===== src/design/dio_pkg.sv =====
// ---------------------------------------------------------------------------
// dio_pkg: shared types and constants of the index owner mapper
// Codes, configuration and word formats of the front, divider, back and top.
// ---------------------------------------------------------------------------
package dio_pkg;

   // sizes
   localparam int NODES      = 16;
   localparam int RANK_W     = 4;
   localparam int IDX_W      = 32;
   localparam int SIZE_W     = 31;
   localparam int TAB_W      = 40;
   localparam int DIV_W      = 34;
   localparam int FIFO_DEPTH = 4;
   localparam int FIFO_AW    = 2;

   // commands
   localparam logic [1:0] CMD_OWNER = 2'd0;
   localparam logic [1:0] CMD_RANGE = 2'd1;
   localparam logic [1:0] CMD_LOAD  = 2'd2;

   // distribution modes
   localparam logic [2:0] MODE_DUP  = 3'd0;
   localparam logic [2:0] MODE_BLK  = 3'd1;
   localparam logic [2:0] MODE_CYC  = 3'd2;
   localparam logic [2:0] MODE_BCYC = 3'd3;
   localparam logic [2:0] MODE_GBLK = 3'd4;

   // register indexes
   localparam logic [2:0] CSR_DIST_MODE   = 3'd0;
   localparam logic [2:0] CSR_LOWER_BOUND = 3'd1;
   localparam logic [2:0] CSR_UPPER_BOUND = 3'd2;
   localparam logic [2:0] CSR_NODE_COUNT  = 3'd3;
   localparam logic [2:0] CSR_BLOCK_WIDTH = 3'd4;

   // work classes decided at the front
   typedef enum logic [3:0] {
      K_ZERO,
      K_OWN_BLK,
      K_OWN_CYC,
      K_OWN_BC,
      K_OWN_GB,
      K_RNG_DUP,
      K_RNG_BLK,
      K_RNG_CYC,
      K_RNG_GB,
      K_LOAD
   } kind_type;

   // effective configuration
   typedef struct packed {
      logic [2:0]        mode;
      logic [IDX_W-1:0]  lb;
      logic [IDX_W-1:0]  ub;
      logic [4:0]        nodes;
      logic [SIZE_W-1:0] width;
   } cfg_type;

   // classified input word
   typedef struct packed {
      kind_type          kind;
      logic [IDX_W-1:0]  idx;
      logic [RANK_W-1:0] rank;
      logic [SIZE_W-1:0] size;
   } word_type;

   // result word
   typedef struct packed {
      logic [RANK_W-1:0] owner_rank;
      logic              owner_valid;
      logic [IDX_W-1:0]  range_lower;
      logic [IDX_W-1:0]  range_upper;
      logic [SIZE_W-1:0] range_stride;
      logic              rank_owns;
   } result_type;

   // front to back handshake
   typedef struct packed {
      logic     valid;
      word_type word;
   } head_type;

endpackage


===== src/design/dio_front.sv =====
// ---------------------------------------------------------------------------
// dio_front: input acceptance and classification
// Classifies each word by command, bounds, mode and rank, then queues it.
// ---------------------------------------------------------------------------
module dio_front import dio_pkg::*; (
   input  logic              clock,
   input  logic              reset,
   input  cfg_type           cfg,
   input  logic              req_push,
   output logic              req_full,
   input  logic [1:0]        req_command,
   input  logic [IDX_W-1:0]  req_global_index,
   input  logic [RANK_W-1:0] req_node_rank,
   input  logic [SIZE_W-1:0] req_block_size_entry,
   output head_type          head,
   input  logic              head_take
);

   word_type             fifo_ff [FIFO_DEPTH];
   logic [FIFO_AW-1:0]   wr_ptr_ff, wr_ptr_in;
   logic [FIFO_AW-1:0]   rd_ptr_ff, rd_ptr_in;
   logic [FIFO_AW:0]     count_ff, count_in;
   word_type             word_in;
   logic                 push_ok;
   logic                 pop_ok;
   logic                 empty_dim;
   logic                 out_of_bounds;
   logic                 rank_ok;

   // classification
   always_comb begin
      empty_dim     = $signed(cfg.lb) > $signed(cfg.ub);
      out_of_bounds = ($signed(req_global_index) < $signed(cfg.lb)) ||
                      ($signed(req_global_index) > $signed(cfg.ub));
      rank_ok       = {1'b0, req_node_rank} < cfg.nodes;
      word_in.idx   = req_global_index;
      word_in.rank  = req_node_rank;
      word_in.size  = req_block_size_entry;
      word_in.kind  = K_ZERO;
      unique case (req_command)
         CMD_OWNER: begin
            if (!empty_dim && !out_of_bounds) begin
               unique case (cfg.mode)
                  MODE_BLK:  word_in.kind = K_OWN_BLK;
                  MODE_CYC:  word_in.kind = K_OWN_CYC;
                  MODE_BCYC: word_in.kind = K_OWN_BC;
                  MODE_GBLK: word_in.kind = K_OWN_GB;
                  default:   word_in.kind = K_ZERO;
               endcase
            end
         end
         CMD_RANGE: begin
            if (!empty_dim && rank_ok) begin
               unique case (cfg.mode)
                  MODE_DUP:  word_in.kind = K_RNG_DUP;
                  MODE_BLK:  word_in.kind = K_RNG_BLK;
                  MODE_CYC:  word_in.kind = K_RNG_CYC;
                  MODE_BCYC: word_in.kind = K_RNG_CYC;
                  MODE_GBLK: word_in.kind = K_RNG_GB;
                  default:   word_in.kind = K_ZERO;
               endcase
            end
         end
         CMD_LOAD: begin
            if (rank_ok) begin
               word_in.kind = K_LOAD;
            end
         end
         default: word_in.kind = K_ZERO;
      endcase
   end

   // queue pointers
   always_comb begin
      req_full   = count_ff == (FIFO_AW+1)'(FIFO_DEPTH);
      push_ok    = req_push && !req_full;
      head.valid = count_ff != '0;
      head.word  = fifo_ff[rd_ptr_ff];
      pop_ok     = head_take && head.valid;
      wr_ptr_in  = push_ok ? wr_ptr_ff + 1'b1 : wr_ptr_ff;
      rd_ptr_in  = pop_ok ? rd_ptr_ff + 1'b1 : rd_ptr_ff;
      count_in   = count_ff + (FIFO_AW+1)'(push_ok) - (FIFO_AW+1)'(pop_ok);
   end

   always_ff @(posedge clock) begin
      if (reset) begin
         wr_ptr_ff <= '0;
         rd_ptr_ff <= '0;
         count_ff  <= '0;
      end else begin
         wr_ptr_ff <= wr_ptr_in;
         rd_ptr_ff <= rd_ptr_in;
         count_ff  <= count_in;
      end
   end

   // queue storage
   always_ff @(posedge clock) begin
      if (push_ok) begin
         fifo_ff[wr_ptr_ff] <= word_in;
      end
   end

endmodule


===== config.mk =====
export PLATFORM = sky130hd
export DESIGN_NAME = dio_front
export DESIGN_NICKNAME = d
export VERILOG_FILES = /design/src/design/dio_pkg.sv /design/src/design/dio_front.sv
export SDC_FILE = /design/constraint.sdc
export NUM_CORES = 1
export LEC_CHECK = 0
export BUFFER_PORTS_ARGS = -buffer_cell sky130_fd_sc_hd__buf_4
export CAP_MARGIN = 15
export CORE_ASPECT_RATIO = 1.5
export CORE_MARGIN = 2
export CORE_UTILIZATION = 45
export CTS_CLUSTER_SIZE = 10
export DETAILED_ROUTE_END_ITERATION = 8
export PLACE_DENSITY = 0.76
export SYNTH_ARGS = -nofsm -noshare
export SYNTH_HDL_FRONTEND = slang
export SYNTH_SLANG_ARGS = --single-unit
export TNS_END_PERCENT = 5

===== constraint.sdc =====
create_clock -name clock -period 3.13 [get_ports clock]
set_input_delay 0.313 -clock clock [delete_from_list [all_inputs] [get_ports clock]]
set_output_delay 0.313 -clock clock [all_outputs]
set_load 0.05 [all_outputs]

=== Word-level counts from Yosys, hierarchy flattened ===
Memories as Yosys holds them, arrays and structs flattened. A register that Yosys moved wholly into a read port is not among the register bits.
Cells that the tools add are included.

* Flip-flop bits (word level): 7
* Memories: 1
* Output and inout bits: 73
* Bits of input ports: 176
* Memory bits (writable): 284

{| class="wikitable"
|+ Memory list
! name !! depth !! width !! read ports !! clocked after memory_dff !! wr ports !! line !! RTL
|-
| fifo_ff || 4 || 71 || 1 || 1 || 1 || dio_front.sv:19 || <nowiki>word_type fifo_ff [FIFO_DEPTH];</nowiki>
|}

* Mux-type cells: 10
* Equality and inequality tests: 7
* $add $sub $neg: 4
* Order comparisons: 4
* Reduce and logical (&&, ||, !) cells: 12

{| class="wikitable"
|+ Operators by type and width
! cell !! number
|-
| $gt A32 B32 Y1 || 2
|-
| $lt A32 B32 Y1 || 1
|-
| $pmux W4 S4 || 1
|-
| $pmux W3 S4 || 1
|-
| $pmux W4 S3 || 1
|-
| $mux W4 || 2
|-
| $eq A3 B2 Y1 const B || 2
|-
| $eq A3 B3 Y1 const B || 2
|-
| $lt A4 B5 Y1 || 1
|-
| $add A2 B1 Y2 const B || 2
|-
| $logic_and A1 B1 Y1 || 4
|-
| $mux W2 || 2
|-
| $add A3 B1 Y3 || 1
|-
| $eq A3 B1 Y1 const B || 1
|-
| $logic_not A1 Y1 || 3
|-
| $logic_not A3 Y1 || 1
|-
| $mux W3 || 1
|-
| $reduce_bool A3 Y1 || 1
|-
| $sub A3 B1 Y3 || 1
|-
| $eq A2 B1 Y1 const B || 1
|-
| $eq A2 B2 Y1 const B || 1
|-
| $logic_not A2 Y1 || 1
|-
| $mux W1 || 2
|-
| $reduce_or A2 Y1 || 1
|-
| $logic_or A1 B1 Y1 || 1
|}

=== Logic depth before layout (Yosys ltp) ===
* Depth after elaboration: 6
* Gate-level depth with buffers: 12
* Mapped depth without buffers: 11

=== Worst setup path after synthesis ===
No wires, ideal clock.

* Path kind: reg-to-reg
* Start point: register count_ff[1]
* End point: memory fifo_ff[0][0] (netlist bit), enable pin
* Stages on the path, launching flop included: 5
* Path slack: -0.217 ns
* Library setup time: 0.576 ns
* Path buffers: 1
* Arrival time: 2.771 ns
* Path through: dfxtp_1 > nor3b_1 > nor2b_1 > clkbuf_1 > and2_1

* Longest elaborated chain between the ends: 5

{| class="wikitable"
|+ RTL lines
! what !! line !! RTL
|-
| start, declared || dio_front.sv:22 || <nowiki>logic [FIFO_AW:0] count_ff, count_in;</nowiki>
|-
| start signal, assigned || dio_front.sv:93 || <nowiki>count_ff <= count_in;</nowiki>
|-
| $eq A3 B3 Y1 || dio_front.sv:75 || <nowiki>req_full = count_ff == (FIFO_AW+1)'(FIFO_DEPTH);</nowiki>
|-
| via req_full || dio_front.sv:10 || <nowiki>output logic req_full,</nowiki>
|-
| $logic_not A1 Y1 || dio_front.sv:76 || <nowiki>push_ok = req_push && !req_full;</nowiki>
|-
| $logic_and A1 B1 Y1 || dio_front.sv:76 ||
|-
| $mux W1 || dio_front.sv:99 || <nowiki>if (push_ok) begin</nowiki>
|-
| $mux W1 (not written as such) || dio_front.sv:100 || <nowiki>fifo_ff[wr_ptr_ff] <= word_in;</nowiki>
|-
| end, declared || dio_front.sv:19 ||
|}

The timed path passes the listed nets, and every way through them passes these cells.

==> impl_metrics.ini <==
[pwr]
p_per_area_nw_per_um2 = 761
total_power_uw = 12800
peakVddDrop_v = 0.000602
p_leak_uw = 0.00655

[timing]
relSlewSlack_pct = 60.6
tightest_slew_ns = 0.590
rsz0062_at_grt = false
period_needed_ns = 2.81
timing.setup.tns_ns = 0
finalHoldViolations = 0
fin_crit_sh_pct = 89.8
maxSlewViolCount = 0
fmax_mhz = 356
finClkSkew_ns = 0.0139
setup_viol = 0

[clock_tree]
cts_tree = built
cts_root_buffer = clkbuf_16
clkTransAtPathRegs_ns = 0.06
cts_resized = 0
clk_latency_ns = 0.51
cts_sinks = 293
htreeDepth = 2
clockBufferDepth = 3
cts_buffers = 35

[drt]
wirelength_um = 29400
drt_iter0_drc = 332
firstDrtPassIters = 4
wl_per_cell_um = 20.2
via_per_inst = 5.28
antenna_left = 0
dr_total_vias = 7700
drc = 0

[grt]
grt.overflow.total = 0
grt_pass1_vias = 8390
antenna_found_initial = 0
grt_pass1_wl_um = 44600
grt_use_total_pct = 19.4
grt_max_degree = 38

[die]
ios = 249
rows = 76
die_h_um = 213
die_w_um = 143
start_util_pct = 45.7
dieArea_um2 = 30600
core_um2 = 28700

[min_path]
worst_hold_path_type = in -> reg

[yosys]
ys_seq_elements = 293
synth_enable_flop_cells = 284
synth_nets = 1033
postSynthCellCount = 752
syn_area_um2 = 13100
synthDistinctLibCells = 46
synth-async-reset-ratio_pct = 0
yosys_most_used_dff = edfxtp_1
synth.avg_cell_area_um2 = 17.5
yosysWarnings = 0
synth-seq-area-share_pct = 66.3

[critical_path]
criticalPathCategory = in -> reg
cp.required_ns = 3.40
cp.arrival_ns = 3.08
cp-start-kind = primary input
cp_top_family = compound AO/OA/AOI/OAI gates
cp-end-kind = register
cp_max_fo = 4
max_stage_delay_ns = 0.55
critPathSlowestCell = or4b_4
path_cells = buf_4, inv_1, ha_1, a211o_1, a31oi_1, o31ai_1, a211oi_1, o41ai_1, xor2_1, or4b_4, o21ai_0
cp_num_buf_inv = 2

[final_layout]
antennaDiodeCount = 0
fin_util_pct = 58.5
drive_gt1_share_pct = 35.1
area_delta_synth_final_pct = 28.1
final_nets = 1336

[job]
drv_cap = 0

[placed_design]
dp_hpwl_um = 20400
io_buffers = 217
gp_congestion = 0.863

[status]
outcome = finished, final reports clean
==> state kept, by name, indices dropped and copies added, names as in the netlist, named ones only <==
register and flops:
wr_ptr_ff 2, rd_ptr_ff 2, fifo_ff 284, count_ff 3
==> metal layers <==
layer	wire length (µm)	vias to the layer above	GRT usage [%]
li1	-	3592	-
met2	16200	203	36.2
met1	10800	3844	21.3
met4	1130	0	8.65
met5	0	-	0
met3	1270	61	3.50
==> path summary, 6_finish.rpt <==
| path | from | endpoint | slack, ns | cells past startpoint |
|---|---|---|---|---|
| min | reset | wr_ptr_ff[0] | 0.02 | 2 |
| max | cfg[70] | fifo_ff[1][69] | 0.32 | 11 |
| min reg2reg | rd_ptr_ff[1] | rd_ptr_ff[1] | 0.53 | 2 |
| max reg2reg | count_ff[1] | count_ff[2] | 0.70 | 11 |
==> cells in the mapped netlist, drive strengths merged (5+ instances only) <==
library cell  instances  area (µm²)
nor2                 13        48.8
clkbuf               10        37.5
nand3                 7        35.0
nand2                15        56.3
inv                  79         297
mux4                 71        1600
o21ai                16        83.8
nand4                21         138
a21oi                37         185
and2                  5        31.3
ha                  104        1300
edfxtp              284        8530
a21o                 15         113
dfxtp                 9         180
nor2b                 5        31.3
buf                   8        30.0
==> power by group <==
group / leakage, µW / internal, µW / total, µW / switching, µW
Sequential: 0.00268 / 4790 / 4990 / 203
Clock: 0.000462 / 2030 / 3460 / 1430
Combinational: 0.00341 / 1630 / 4340 / 2710
Total: 0.00655 / 8450 / 12800 / 4330
==> repair_timing <==
item / CTS / global route
hold endpoints to repair: 128 / 0
setup buffers: 0 / 0
hold buffers: 32 / 0
==> final cells by class <==
| class | instances | area, µm² |
|---|---|---|
| sequential | 293 | 8720 |
| clock buffer | 45 | 913 |
| fill | 2235 | 11900 |
| tap | 390 | 488 |
| clock inverter | 4 | 41.3 |
| timing repair buffer | 284 | 2290 |
| multi-input combinational | 362 | 4070 |
| inverter | 79 | 297 |
==> cells in the final DEF, fill, tap and decap left out, types with 5 or more instances in the layout <==
cell           Yosys  routed
a21o_1            15      15
nand4_1           20      20
o21ai_0           15      15
buf_4              0     246
nor2_1            13      13
a21oi_1           37      37
mux4_2            71      71
nand3_1            7       7
ha_1             104     104
edfxtp_1         284     284
dfxtp_1            9       7
clkbuf_1          10      10
dlygate4sd3_1      0      32
nor2b_1            5       5
clkbuf_16          0      35
inv_1             79      79
nand2_1           15      15
buf_12             0       6
==> through the flow <==
stage                     instance area, µm²  worst slack (ns)  hold slack (ns)  cells
final                                  16800             0.318           0.0240   1457
after global routing                   16800             0.111           0.0153   1457
after floorplan                        13100            0.0643            0.412    752
after CTS                              16800             0.264          0.00128   1457
after global placement                 15500            -0.102            0.500   1376
after detailed placement               15500            -0.279            0.516   1376
==> logic make-up after synthesis <==
group | Yosys count | synth area share, %
DFF | 293 | 66.3
adders and majority gates | 105 | 10.1
buffers and inverters | 97 | 2.77
AOI/OAI and AO/OA | 91 | 4.36
and+or+nand+nor | 88 | 3.80
muxes | 72 | 12.3
xor gates and xnor gates | 6 | 0.400
Note: power is estimated with default switching activity, not from simulation.
